File: config.mk
export PLATFORM = sky130hd
export DESIGN_NAME = i2c_register_access_master
export DESIGN_NICKNAME = d
export VERILOG_FILES = /design/src/hdl/i2cram_pkg.sv /design/src/hdl/i2cram_front.sv /design/src/hdl/i2cram_back.sv /design/src/hdl/i2c_register_access_master.sv
export SDC_FILE = /design/constraint.sdc
export NUM_CORES = 1
export LEC_CHECK = 0
export BUFFER_PORTS_ARGS = -buffer_cell sky130_fd_sc_hd__clkbuf_2
export CAP_MARGIN = 20
export CORE_MARGIN = 4
export CORE_UTILIZATION = 38
export DETAILED_ROUTE_END_ITERATION = 8
export PLACE_DENSITY = 0.55
export SYNTH_ARGS = -nofsm -noshare
export SYNTH_HDL_FRONTEND = slang
export SYNTH_SLANG_ARGS = --single-unit
File: constraint.sdc
create_clock -name clk_i -period 12.15 [get_ports clk_i]
set_input_delay 1.8225 -clock clk_i [delete_from_list [all_inputs] [get_ports clk_i]]
set_output_delay 1.8225 -clock clk_i [all_outputs]
set_load 0.05 [all_outputs]
File: src/hdl/i2cram_pkg.sv
// Shared types, constants and slot decode for the I2C register access master.
// Used by i2cram_front, i2cram_back and i2c_register_access_master.
package i2cram_pkg;

  localparam int TickCountBits = 8;
  localparam int CmpW          = ((TickCountBits > 8) ? TickCountBits : 8) + 1;
  localparam logic [TickCountBits-1:0] TickMax = {TickCountBits{1'b1}};

  localparam logic [7:0] WriteSlots = 8'd76;
  localparam logic [7:0] ReadSlots  = 8'd97;
  localparam logic [7:0] PhaseMask  = 8'hFF;

  localparam logic [6:0] DevAddrReset    = 7'd72;
  localparam logic [7:0] PhaseTicksReset = 8'd4;

  // Queue depth shared by the command queue and the result queue
  localparam int QDepth = 2;
  localparam int PtrW   = (QDepth > 1) ? $clog2(QDepth) : 1;
  localparam int CntW   = $clog2(QDepth + 1);

  typedef enum logic [1:0] {
    OP_TICK  = 2'd0,
    OP_WRITE = 2'd1,
    OP_READ  = 2'd2,
    OP_NONE  = 2'd3
  } op_e;

  typedef enum logic [0:0] {
    CFG_DEV_ADDR    = 1'b0,
    CFG_PHASE_TICKS = 1'b1
  } cfg_idx_e;

  typedef enum logic [1:0] {
    CMD_TICK,
    CMD_WRITE,
    CMD_READ
  } cmd_e;

  typedef enum logic [1:0] {
    RX_NONE,
    RX_HIGH,
    RX_LOW
  } rx_e;

  typedef struct packed {
    cmd_e        cmd;
    logic [7:0]  reg_pointer;
    logic [15:0] write_value;
    logic        sda_in;
  } item_t;

  typedef struct packed {
    logic        scl_drive_low;
    logic        sda_drive_low;
    logic        busy;
    logic [15:0] read_data;
    logic        done;
  } res_t;

  typedef struct packed {
    logic       scl;
    logic       sda;
    rx_e        rx;
    logic [4:0] rx_slot;
  } slot_t;

  // Levels for one slot of a transmitted byte: pair = s>>1, even slot = SCL low.
  function automatic logic [1:0] tx_levels(logic [7:0] tx_byte, logic [4:0] s);
    logic [3:0] pair;
    logic       scl;
    logic       sda;
    pair = s[4:1];
    scl  = s[0];
    if (pair < 4'd8) begin
      sda = ~tx_byte[3'd7 - pair[2:0]];
    end else begin
      sda = 1'b0;
    end
    return {~scl, sda};
  endfunction

  function automatic slot_t slot_decode(logic rd, logic [7:0] p, logic [7:0] addr,
                                        logic [7:0] ptr, logic [15:0] val);
    slot_t      r;
    logic [7:0] q;
    logic [4:0] s;
    logic [7:0] tx_byte;
    logic [1:0] lv;
    r  = '{scl: 1'b0, sda: 1'b0, rx: RX_NONE, rx_slot: 5'd0};
    q  = p - 8'd1;
    // byte index and slot within the byte without a divider
    priority if (q < 8'd18) begin
      s = q[4:0];
      tx_byte = addr;
    end else if (q < 8'd36) begin
      s = 5'(q - 8'd18);
      tx_byte = ptr;
    end else if (q < 8'd54) begin
      s = 5'(q - 8'd36);
      tx_byte = val[15:8];
    end else begin
      s = 5'(q - 8'd54);
      tx_byte = val[7:0];
    end
    lv = tx_levels(tx_byte, s);
    if (p == 8'd0) begin
      r.scl = 1'b0; r.sda = 1'b1;
    end else if (!rd) begin
      priority if (p <= 8'd72) begin
        r.scl = lv[1]; r.sda = lv[0];
      end else if (p == 8'd73) begin
        r.scl = 1'b1; r.sda = 1'b1;
      end else if (p == 8'd74) begin
        r.scl = 1'b0; r.sda = 1'b1;
      end else begin
        r.scl = 1'b0; r.sda = 1'b0;
      end
    end else begin
      priority if (p <= 8'd36) begin
        r.scl = lv[1]; r.sda = lv[0];
      end else if (p == 8'd37) begin
        r.scl = 1'b1; r.sda = 1'b0;
      end else if (p == 8'd38) begin
        r.scl = 1'b0; r.sda = 1'b0;
      end else if (p == 8'd39) begin
        r.scl = 1'b0; r.sda = 1'b1;
      end else if (p <= 8'd57) begin
        lv = tx_levels(addr | 8'd1, 5'(p - 8'd40));
        r.scl = lv[1]; r.sda = lv[0];
      end else if (p <= 8'd93) begin
        if (p <= 8'd75) begin
          r.rx = RX_HIGH;
          r.rx_slot = 5'(p - 8'd58);
        end else begin
          r.rx = RX_LOW;
          r.rx_slot = 5'(p - 8'd76);
        end
        r.scl = ~r.rx_slot[0];
        // master ACK after the high byte, NACK after the low byte
        if (r.rx_slot < 5'd16) begin
          r.sda = 1'b0;
        end else begin
          r.sda = (r.rx == RX_HIGH);
        end
      end else if (p == 8'd94) begin
        r.scl = 1'b1; r.sda = 1'b1;
      end else if (p == 8'd95) begin
        r.scl = 1'b0; r.sda = 1'b1;
      end else begin
        r.scl = 1'b0; r.sda = 1'b0;
      end
    end
    return r;
  endfunction

endpackage

File: src/hdl/i2cram_front.sv
// Front end: accepts input transactions, classifies the op code and queues
// them for the sequencer. Depends on i2cram_pkg.
module i2cram_front (
  input  logic                clk_i,
  input  logic                rst_ni,
  input  logic                push,
  output logic                full,
  input  logic [1:0]          op_i,
  input  logic [7:0]          reg_pointer_i,
  input  logic [15:0]         write_value_i,
  input  logic                sda_in_i,
  output logic                item_valid_o,
  output i2cram_pkg::item_t   item_o,
  input  logic                item_pop_i
);
  import i2cram_pkg::*;

  item_t          mem_q [QDepth];
  logic [PtrW-1:0] wr_ptr_q, wr_ptr_d;
  logic [PtrW-1:0] rd_ptr_q, rd_ptr_d;
  logic [CntW-1:0] cnt_q, cnt_d;
  logic           do_push;
  logic           do_pop;
  item_t          in_item;

  always_comb begin
    in_item.reg_pointer = reg_pointer_i;
    in_item.write_value = write_value_i;
    in_item.sda_in      = sda_in_i;
    unique case (op_e'(op_i))
      OP_WRITE: in_item.cmd = CMD_WRITE;
      OP_READ:  in_item.cmd = CMD_READ;
      default:  in_item.cmd = CMD_TICK;
    endcase
  end

  assign full         = (cnt_q == CntW'(QDepth));
  assign item_valid_o = (cnt_q != '0);
  assign item_o       = mem_q[rd_ptr_q];
  assign do_push      = push && !full;
  assign do_pop       = item_pop_i && item_valid_o;

  always_comb begin
    wr_ptr_d = wr_ptr_q;
    rd_ptr_d = rd_ptr_q;
    cnt_d    = cnt_q;
    if (do_push) begin
      wr_ptr_d = (wr_ptr_q == PtrW'(QDepth - 1)) ? '0 : wr_ptr_q + PtrW'(1);
    end
    if (do_pop) begin
      rd_ptr_d = (rd_ptr_q == PtrW'(QDepth - 1)) ? '0 : rd_ptr_q + PtrW'(1);
    end
    if (do_push && !do_pop) begin
      cnt_d = cnt_q + CntW'(1);
    end else if (do_pop && !do_push) begin
      cnt_d = cnt_q - CntW'(1);
    end
  end

  always_ff @(posedge clk_i or negedge rst_ni) begin
    if (!rst_ni) begin
      wr_ptr_q <= '0;
      rd_ptr_q <= '0;
      cnt_q    <= '0;
    end else begin
      wr_ptr_q <= wr_ptr_d;
      rd_ptr_q <= rd_ptr_d;
      cnt_q    <= cnt_d;
    end
  end

  always_ff @(posedge clk_i) begin
    if (do_push) begin
      mem_q[wr_ptr_q] <= in_item;
    end
  end

endmodule

File: src/hdl/i2cram_back.sv
// Back end: bus waveform sequencer, one tick per queued transaction, with a
// result queue toward the consumer. Depends on i2cram_pkg.
module i2cram_back (
  input  logic                clk_i,
  input  logic                rst_ni,
  input  logic [6:0]          dev_addr_i,
  input  logic [7:0]          phase_ticks_i,
  input  logic                item_valid_i,
  input  i2cram_pkg::item_t   item_i,
  output logic                item_pop_o,
  output logic                empty,
  input  logic                pop,
  output i2cram_pkg::res_t    res_o
);
  import i2cram_pkg::*;

  logic                     active_q, active_d;
  logic                     is_read_q, is_read_d;
  logic [7:0]               ptr_q, ptr_d;
  logic [15:0]              val_q, val_d;
  logic [7:0]               phase_q, phase_d;
  logic [TickCountBits-1:0] tick_q, tick_d;
  logic [7:0]               shift_q, shift_d;
  logic [15:0]              rdata_q, rdata_d;

  res_t            rmem_q [QDepth];
  logic [PtrW-1:0] wr_ptr_q, rd_ptr_q;
  logic [CntW-1:0] cnt_q;

  logic                     step;
  logic                     start;
  logic                     act_e, rd_e;
  logic [15:0]              val_e;
  logic [7:0]               phase_e;
  logic [TickCountBits-1:0] tick_e;
  logic [7:0]               shift_e;
  logic [7:0]               phase_nx;
  logic [7:0]               total;
  logic                     slot_end;
  logic [7:0]               shift_nx;
  slot_t                    sl;
  res_t                     res;
  logic                     do_pop;

  assign step       = item_valid_i && (cnt_q != CntW'(QDepth));
  assign item_pop_o = step;
  assign start      = !active_q && (item_i.cmd == CMD_WRITE || item_i.cmd == CMD_READ);

  always_comb begin
    act_e   = active_q || start;
    rd_e    = start ? (item_i.cmd == CMD_READ) : is_read_q;
    val_e   = start ? item_i.write_value : val_q;
    phase_e = start ? 8'd0 : phase_q;
    tick_e  = start ? '0 : tick_q;
    shift_e = start ? 8'd0 : shift_q;
    total   = rd_e ? ReadSlots : WriteSlots;
    sl      = slot_decode(rd_e, phase_e, {dev_addr_i, 1'b0},
                          start ? item_i.reg_pointer : ptr_q, val_e);
    slot_end = ((CmpW'(tick_e) + CmpW'(1)) >= CmpW'(phase_ticks_i)) || (tick_e == TickMax);
    phase_nx = (phase_e + 8'd1) & PhaseMask;
    shift_nx = {shift_e[6:0], item_i.sda_in};

    active_d  = active_q;
    is_read_d = is_read_q;
    ptr_d     = ptr_q;
    val_d     = val_q;
    phase_d   = phase_q;
    tick_d    = tick_q;
    shift_d   = shift_q;
    rdata_d   = rdata_q;
    res       = '0;

    if (step) begin
      if (start) begin
        active_d  = 1'b1;
        is_read_d = rd_e;
        ptr_d     = item_i.reg_pointer;
        val_d     = item_i.write_value;
        phase_d   = 8'd0;
        tick_d    = '0;
        shift_d   = 8'd0;
      end
      if (act_e) begin
        res.scl_drive_low = sl.scl;
        res.sda_drive_low = sl.sda;
        if (slot_end) begin
          tick_d = '0;
          // sample on the last tick of a data high slot
          if (sl.rx != RX_NONE && sl.rx_slot[0] && sl.rx_slot < 5'd16) begin
            shift_d = shift_nx;
            if (sl.rx_slot[3:1] == 3'd7) begin
              if (sl.rx == RX_HIGH) begin
                val_d = {shift_nx, 8'h00};
              end else begin
                rdata_d = {val_e[15:8], shift_nx};
              end
            end
          end
          phase_d = phase_nx;
          if (phase_nx >= total) begin
            active_d = 1'b0;
            phase_d  = 8'd0;
            res.done = 1'b1;
          end
        end else begin
          tick_d = tick_e + TickCountBits'(1);
        end
      end
      res.busy      = active_d;
      res.read_data = rdata_d;
    end
  end

  always_ff @(posedge clk_i or negedge rst_ni) begin
    if (!rst_ni) begin
      active_q  <= 1'b0;
      is_read_q <= 1'b0;
      ptr_q     <= '0;
      val_q     <= '0;
      phase_q   <= '0;
      tick_q    <= '0;
      shift_q   <= '0;
      rdata_q   <= '0;
    end else begin
      active_q  <= active_d;
      is_read_q <= is_read_d;
      ptr_q     <= ptr_d;
      val_q     <= val_d;
      phase_q   <= phase_d;
      tick_q    <= tick_d;
      shift_q   <= shift_d;
      rdata_q   <= rdata_d;
    end
  end

  // result queue
  assign empty  = (cnt_q == '0);
  assign do_pop = pop && !empty;
  assign res_o  = rmem_q[rd_ptr_q];

  always_ff @(posedge clk_i or negedge rst_ni) begin
    if (!rst_ni) begin
      wr_ptr_q <= '0;
      rd_ptr_q <= '0;
      cnt_q    <= '0;
    end else begin
      if (step) begin
        wr_ptr_q <= (wr_ptr_q == PtrW'(QDepth - 1)) ? '0 : wr_ptr_q + PtrW'(1);
      end
      if (do_pop) begin
        rd_ptr_q <= (rd_ptr_q == PtrW'(QDepth - 1)) ? '0 : rd_ptr_q + PtrW'(1);
      end
      if (step && !do_pop) begin
        cnt_q <= cnt_q + CntW'(1);
      end else if (do_pop && !step) begin
        cnt_q <= cnt_q - CntW'(1);
      end
    end
  end

  always_ff @(posedge clk_i) begin
    if (step) begin
      rmem_q[wr_ptr_q] <= res;
    end
  end

endmodule

File: src/hdl/i2c_register_access_master.sv
// I2C register access master: one result per accepted tick transaction.
// A tick is held in the command queue, stepped by the sequencer and written to the result queue.
// Throughput: one tick per cycle while the result queue is not full, set by the single-step sequencer update.
// Each queue holds 2 entries; full/empty decouple both sides.
// rst_ni clears queues and sequencer; config resets to address 72, 4 ticks.
// Depends on i2cram_pkg, i2cram_front and i2cram_back.
module i2c_register_access_master (
  input  logic        clk_i,
  input  logic        rst_ni,
  input  logic        push,
  output logic        full,
  input  logic [1:0]  op_i,
  input  logic [7:0]  reg_pointer_i,
  input  logic [15:0] write_value_i,
  input  logic        sda_in_i,
  output logic        empty,
  input  logic        pop,
  output logic        scl_drive_low_o,
  output logic        sda_drive_low_o,
  output logic        busy_res_o,
  output logic [15:0] read_data_o,
  output logic        done_res_o,
  input  logic        cfg_valid_i,
  output logic        cfg_ready_o,
  input  logic [0:0]  cfg_index_i,
  input  logic [7:0]  cfg_data_i
);
  import i2cram_pkg::*;

  logic [6:0] dev_addr_q;
  logic [7:0] phase_ticks_q;
  logic       item_valid;
  logic       item_pop;
  item_t      item;
  res_t       res;

  assign cfg_ready_o = 1'b1;

  always_ff @(posedge clk_i or negedge rst_ni) begin
    if (!rst_ni) begin
      dev_addr_q    <= DevAddrReset;
      phase_ticks_q <= PhaseTicksReset;
    end else if (cfg_valid_i && cfg_ready_o) begin
      unique case (cfg_idx_e'(cfg_index_i))
        CFG_DEV_ADDR:    dev_addr_q    <= cfg_data_i[6:0];
        CFG_PHASE_TICKS: phase_ticks_q <= cfg_data_i;
        default: ;
      endcase
    end
  end

  i2cram_front u_front (
    .clk_i         (clk_i),
    .rst_ni        (rst_ni),
    .push          (push),
    .full          (full),
    .op_i          (op_i),
    .reg_pointer_i (reg_pointer_i),
    .write_value_i (write_value_i),
    .sda_in_i      (sda_in_i),
    .item_valid_o  (item_valid),
    .item_o        (item),
    .item_pop_i    (item_pop)
  );

  i2cram_back u_back (
    .clk_i         (clk_i),
    .rst_ni        (rst_ni),
    .dev_addr_i    (dev_addr_q),
    .phase_ticks_i (phase_ticks_q),
    .item_valid_i  (item_valid),
    .item_i        (item),
    .item_pop_o    (item_pop),
    .empty         (empty),
    .pop           (pop),
    .res_o         (res)
  );

  assign scl_drive_low_o = res.scl_drive_low;
  assign sda_drive_low_o = res.sda_drive_low;
  assign busy_res_o      = res.busy;
  assign read_data_o     = res.read_data;
  assign done_res_o      = res.done;

`ifndef SYNTH
  a_done_not_busy: assert property (@(posedge clk_i) disable iff (!rst_ni)
    (!empty && done_res_o) |-> !busy_res_o)
    else $error("done flagged while still busy");

  a_idle_released: assert property (@(posedge clk_i) disable iff (!rst_ni)
    (!empty && !busy_res_o) |-> (!scl_drive_low_o && !sda_drive_low_o))
    else $error("bus driven outside a transaction");

  a_full_needs_push: assert property (@(posedge clk_i) disable iff (!rst_ni)
    $rose(full) |-> $past(push))
    else $error("command queue filled without a push");
`endif

endmodule

# Word level (Yosys, flattened, before mapping)
# Memory sizes are Yosys's and may differ from the RTL's.
# Index checks and enable logic that the tools add are counted.
dict set report totals {
  out_inout_bits 23
  ram_bits 94
  in_bits 41
  mem_count 2
  regBits 89
  wordCells 197
}
# memory words width read_ports rd_ports_with_merged_regs write_ports line
set mem_list {}
lappend mem_list {u_front.mem_q 2 27 1 0 1 i2cram_front.sv:18} ;# item_t mem_q [QDepth];
lappend mem_list {u_back.rmem_q 2 20 1 0 1 i2cram_back.sv:26} ;# res_t rmem_q [QDepth];
dict set report op_classes {
  n_lt_le_gt_ge 16
  addsub 20
  eq_ne 17
  n_reduce_logical 30
  n_mux 90
  bitwise 6
}
# cell count
set op_table {}
lappend op_table {{16-bit 2-to-1 mux} 11}
lappend op_table {{8-bit 2-to-1 mux} 15}
lappend op_table {{7-bit 2-to-1 mux} 17}
lappend op_table {{8-bit by 7-bit == test with 1-bit output, second input constant} 4}
lappend op_table {{2-bit 2-to-1 mux} 16}
lappend op_table {{8-bit by 6-bit == test with 1-bit output, second input constant} 3}
lappend op_table {{8-bit by 7-bit less-or-equal comparator with 1-bit output, second input constant} 3}
lappend op_table {{1-bit 2-to-1 mux} 23}
lappend op_table {{20-bit 2-to-1 mux} 1}
lappend op_table {{8-bit by 1-bit adder with 8-bit output, second input constant} 2}
lappend op_table {{8-bit by 6-bit less-or-equal comparator with 1-bit output, second input constant} 2}
lappend op_table {{8-bit by 6-bit less-than comparator with 1-bit output, second input constant} 2}
lappend op_table {{5-bit 2-to-1 mux} 3}
lappend op_table {{5-bit subtractor, second input constant} 3}
lappend op_table {{1-bit logical AND} 11}
lappend op_table {{5-bit less-than comparator, second input constant} 2}
lappend op_table {{5-bit by 4-bit subtractor with 5-bit output, second input constant} 2}
lappend op_table {{8-bit by 1-bit adder with 9-bit output, second input constant} 1}
lappend op_table {{9-bit by 8-bit greater-or-equal comparator with 1-bit output} 1}
lappend op_table {{2-bit by 1-bit == test with 1-bit output, second input constant} 4}
lappend op_table {{8-bit == test, second input constant} 1}
lappend op_table {{8-bit greater-or-equal comparator} 1}
lappend op_table {{8-bit logical NOT} 1}
lappend op_table {{3-bit by 4-bit less-than comparator with 1-bit output, second input constant} 2}
lappend op_table {{other kinds (20)} 48}

# Logic depth before layout (Yosys ltp)
# An unclocked memory read counts as a cell.
dict set report logic_depth {
  ltp_word 30
  mapped_depth 25
}

# Modules after synthesis
# A second synthesis with hierarchy kept.
dict set report hier_totals {
  hier_cells 833
  area_unflattened_um2 9544.2
}
# module instances seq_area_each_um2 area_per_inst_um2 cells_per_inst
set by_module_without_submodules {}
lappend by_module_without_submodules {i2cram_back 1 2927.8 6666.4 693}
lappend by_module_without_submodules {i2cram_front 1 1721.7 2260.9 105}
lappend by_module_without_submodules {i2c_register_access_master 1 379.1 616.8 35}

# Worst setup path before layout
# Ideal clock, no wire load.
dict set report synth_timing {
  path_kind {register to register}
  from {register u_front.rd_ptr_q}
  to {register u_back.rdata_q[10]}
  setup_time_ns 0.125
  n_path_buf 10
  path_stages_with_launch 26
  t_arrival_ns 6.029
  setup_slack_ns 5.995
  path_cell_list {dfrtp_1 clkbuf_1 clkbuf_1 buf_1 mux2i_1 ha_1 or2_1 buf_4 clkbuf_1 clkbuf_1 clkbuf_1 and2_1 ha_1 ha_1 nor2b_1 o21a_1 o21a_1 o21a_1 o21ai_0 a21o_1 clkbuf_1 a2111oi_4 buf_6 nand2_4 buf_6 mux2_4}
}
dict set report synth_between {
  elab_chain_cells 29
  word_cells_on_any_way 52
  classes_between {3 x add/sub; 6 x order compare; 8 x eq/ne; 26 x mux; 8 x reduce/logical; 1 x memory}
}
# element line
set synth_rtl {}
lappend synth_rtl {{from (decl)} i2cram_front.sv:20} ;# logic [PtrW-1:0] rd_ptr_q, rd_ptr_d;
lappend synth_rtl {{from (signal assigned)} i2cram_front.sv:67} ;# rd_ptr_q <= rd_ptr_d;
lappend synth_rtl {{memory read 2 x 27 bit *} --}
lappend synth_rtl {{parallel branches: the longest is 27 deep, another holds 8-bit by 7-bit less-or-equal comparator with 1-bit output} --}
lappend synth_rtl {{16-bit 2-to-1 mux *} i2cram_back.sv:83} ;# if (act_e) begin
lappend synth_rtl {{to (signal assigned)} i2cram_back.sv:132} ;# rdata_q <= rdata_d;
lappend synth_rtl {{to (decl)} i2cram_back.sv:24} ;# logic [15:0] rdata_q, rdata_d;
# Every way passes the cells marked *. The select of a mux whose other input is x is not followed.
# A chain may end at the register's enable or synchronous reset.

==> out/qor.yml <==
status:
  status: "finished clean"
timing:
  fmax_mhz: 179
  relSlewSlack: 0.316
  skew_ps: 10.9
  finalSetupViolCount: 0
  rsz0062_at_grt: "false"
  tightestPinTransition_ps: 1030
  setup_ws_ps: 6550
  setup_tns_ps: 0
  finalMaxSlewViolations: 0
  fin_crit_ps: 5600
  timing.hold.ws_ps: 486
  period_share: 0.461
  final-hold-violation-count: 0
critical_path:
  r2r_slack_ps: 6550
  crit_arrival_ps: 5820
  worst-path-buf-inv: 2
  critPathLaunchType: "register"
  slowest_delay_ps: 720
  worstSetupEndpointType: "register"
  cpLargestDelayFamily: "compound AO/OA/AOI/OAI gates"
  crit_chain: "buf_4 > mux2i_1 > ha_1 > or2_2 > nand3_1 > inv_1 > ha_1 > a211o_1 > a21oi_1 > a21boi_0 > o211ai_1 > o21ai_0 > o32ai_1 > mux2i_1 > o32ai_1"
  worstPathRequired_ps: 12370
  cp_max_fo: 25
  path_class: "register to register"
  critPathSlowestCell: "dfrtp_1"
cts:
  clockBufferDepth: 2
  clk_latency_ps: 430
  clk_pin_slew_ps: 80
  cts_resized: 0
  post-cts-setup-buffer-count: 0
  cts_tree: "built"
  cts_buffers: 17
  hold_buffers: 0
  clock-root-buffer: "clkbuf_16"
  htree_levels: 4
  clock_sinks: 182
logic_synthesis:
  synth_seq_cells: 182
  synth-main-ff-cell: "edfxtp_1"
  synth_top_area_cell: "edfxtp_1"
  syn-cell-area_um2: 9520
  synth_edf_count: 94
  synth.area.top_cells: "edfxtp_1 30%, dfrtp_1 22%, mux2i_1 5.0%, mux2_2 4.7%, ha_1 3.2%"
  syn_nets: 920
  ys_async_sr_fraction: 0.484
  yosysWarningCount: 0
  avgSynthCellArea_um2: 11.1
  synth_top_area_share: 0.297
  ys_types: 75
  syn-instance-count: 855
  ys_seq_area_frac: 0.528
route:
  dr_wl_met3_um: 928
  ant_nets: 0
  wl_per_cell_um: 18.6
  drc_errors: 0
  routed.top_layer: "met4"
  num_vias: 6707
  wl_met2_um: 10400
  vias_per_cell: 5.42
  drt_iter0_drc: 550
  wl_met1_um: 11200
  drt_pre_antenna_iters: 7
  routed_wl_um: 23000
cells_and_area:
  area_growth_pct: 13.1
  final_cells: 1238
  seq_area_um2: 5030
  drive_gt1_frac: 0.199
  multiInputGateArea_um2: 4160
  finalInstanceArea_um2: 10800
  nFillCells: 2315
  antenna_cells: 0
  layout.nets: 966
pwr:
  cellPowerDensity_nw_per_um2: 262
  leakage_nw: 4.37
  ir_drop_uv: 127
floorplanning:
  die_h_um: 166
  num_rows: 57
  die_w_um: 166
  initial_core_util: 0.389
  coreArea_um2: 24500
  ios: 64
  dieArea_um2: 27600
global_route:
  grt_max_degree: 46
  grt-ovfl-total: 0
  grt_pass1_wl_um: 37800
  track_usage: 0.168
  grt_pass1_vias: 6796
  antenna_found_initial: 0
placed_design:
  dpl_cell_area_um2: 10100
  dp_hpwl_um: 16100
  gp_congestion: 0.902
  place_inst: 1206
  portBuffers: 62
  dp_worst_setup_slack_ps: 6550
flow_run:
  maxCapViolCount: 0
min_path:
  worstHoldPathType: "register to register"
-- worst min-delay path, delay by kind of cell, from the launching register on --
family          cells  cell delay [ps]
simple gates        1               50
flops               1              350
compound gates      1               50
-- Yosys cell counts, types with 16 or more instances --
master     n
mux2i_1   48
nor2_1    78
mux2_2    40
a21oi_1   32
edfxtp_1  94
inv_1     30
ha_1      24
nor3_1    16
o21ai_0   47
clkbuf_1  30
nand2_1   73
dfrtp_1   85
xnor2_1   18
-- report_power, final --
group / switching, mW / internal, mW
registers: 0.101 / 0.867
logic: 0.881 / 0.409
clock network: 0.285 / 0.282
-- area by class of cell --
| cell class | instances | share of cell area |
|---|---|---|
| Timing Repair Buffer | 77 | 0.0395 |
| Tap cell | 324 | 0.0377 |
| Clock inverter | 15 | 0.0185 |
| Inverter | 31 | 0.0108 |
| Clock buffer | 17 | 0.0395 |
| Sequential cell | 182 | 0.467 |
| Multi-Input combinational cell | 592 | 0.387 |
-- state kept, by name, indices dropped and copies added, names as in the netlist, 7 cells and up --
| register | cells |
|---|---|
| u_back.rmem_q | 40 |
| u_back.ptr_q | 8 |
| phase_ticks_q | 8 |
| u_back.val_q | 16 |
| u_back.rdata_q | 16 |
| u_front.mem_q | 54 |
| dev_addr_q | 7 |
| u_back.shift_q | 7 |
| u_back.phase_q | 8 |
| u_back.tick_q | 8 |
-- worst paths after layout --
| check | start | to | depth (start not counted) |
|---|---|---|---|
| worst max-delay path | u_front.rd_ptr_q | u_back.rmem_q[1][18] | 15 |
| worst min-delay path | u_back.val_q[4] | u_back.val_q[4] | 2 |
| worst max register to register | u_front.rd_ptr_q | u_back.rmem_q[1][18] | 15 |
| worst min register to register | u_back.val_q[4] | u_back.val_q[4] | 2 |
| max in group asynchronous | rst_ni | u_back.val_q[11] | 2 |
| min in group asynchronous | rst_ni | dev_addr_q[4] | 1 |
-- stage by stage --
step / power (mW) / utilization
5_1_grt: 3.01 / 0.440
4_1_cts: 2.85 / 0.440
3_5_place_dp: 2.27 / 0.414
3_3_place_gp: 2.27 / 0.414
6_report: 2.82 / 0.440
2_1_floorplan: 1.91 / -
-- logic make-up (layout without fill, tap and decap cells) --
logic type,after synthesis,in the layout,share of synthesized area
xor gates and xnor gates,27,27,0.0248
other,1,1,0.000394
muxes,98,98,0.113
and+or+nand+nor,247,247,0.123
buffers and inverters,81,140,0.0362
DFF,182,182,0.528
adders and majority gates,24,24,0.0316
AOI/OAI and AO/OA,195,195,0.142
-- layout by cell type, fill, tap and decap left out, types with 15 or more instances in the layout --
cell and n:
edfxtp_1 94, dfrtp_1 85, nor2_1 77, nand2_1 73
clkbuf_2 61, mux2i_1 48, o21ai_0 47, mux2_2 40
a21oi_1 32, inv_1 30, ha_1 24, xnor2_1 18
clkbuf_16 17, nor3_1 16, buf_4 16, nand3_1 15
-- routing by layer --
metal / global-route usage / vias to the layer above
met2: 0.264 / 181
met1: 0.242 / 3253
li1: - / 3242
met5: 0 / -
met3: 0.0271 / 31
met4: 0.0527 / 0
No activity file was read; power rests on OpenSTA's default activity.
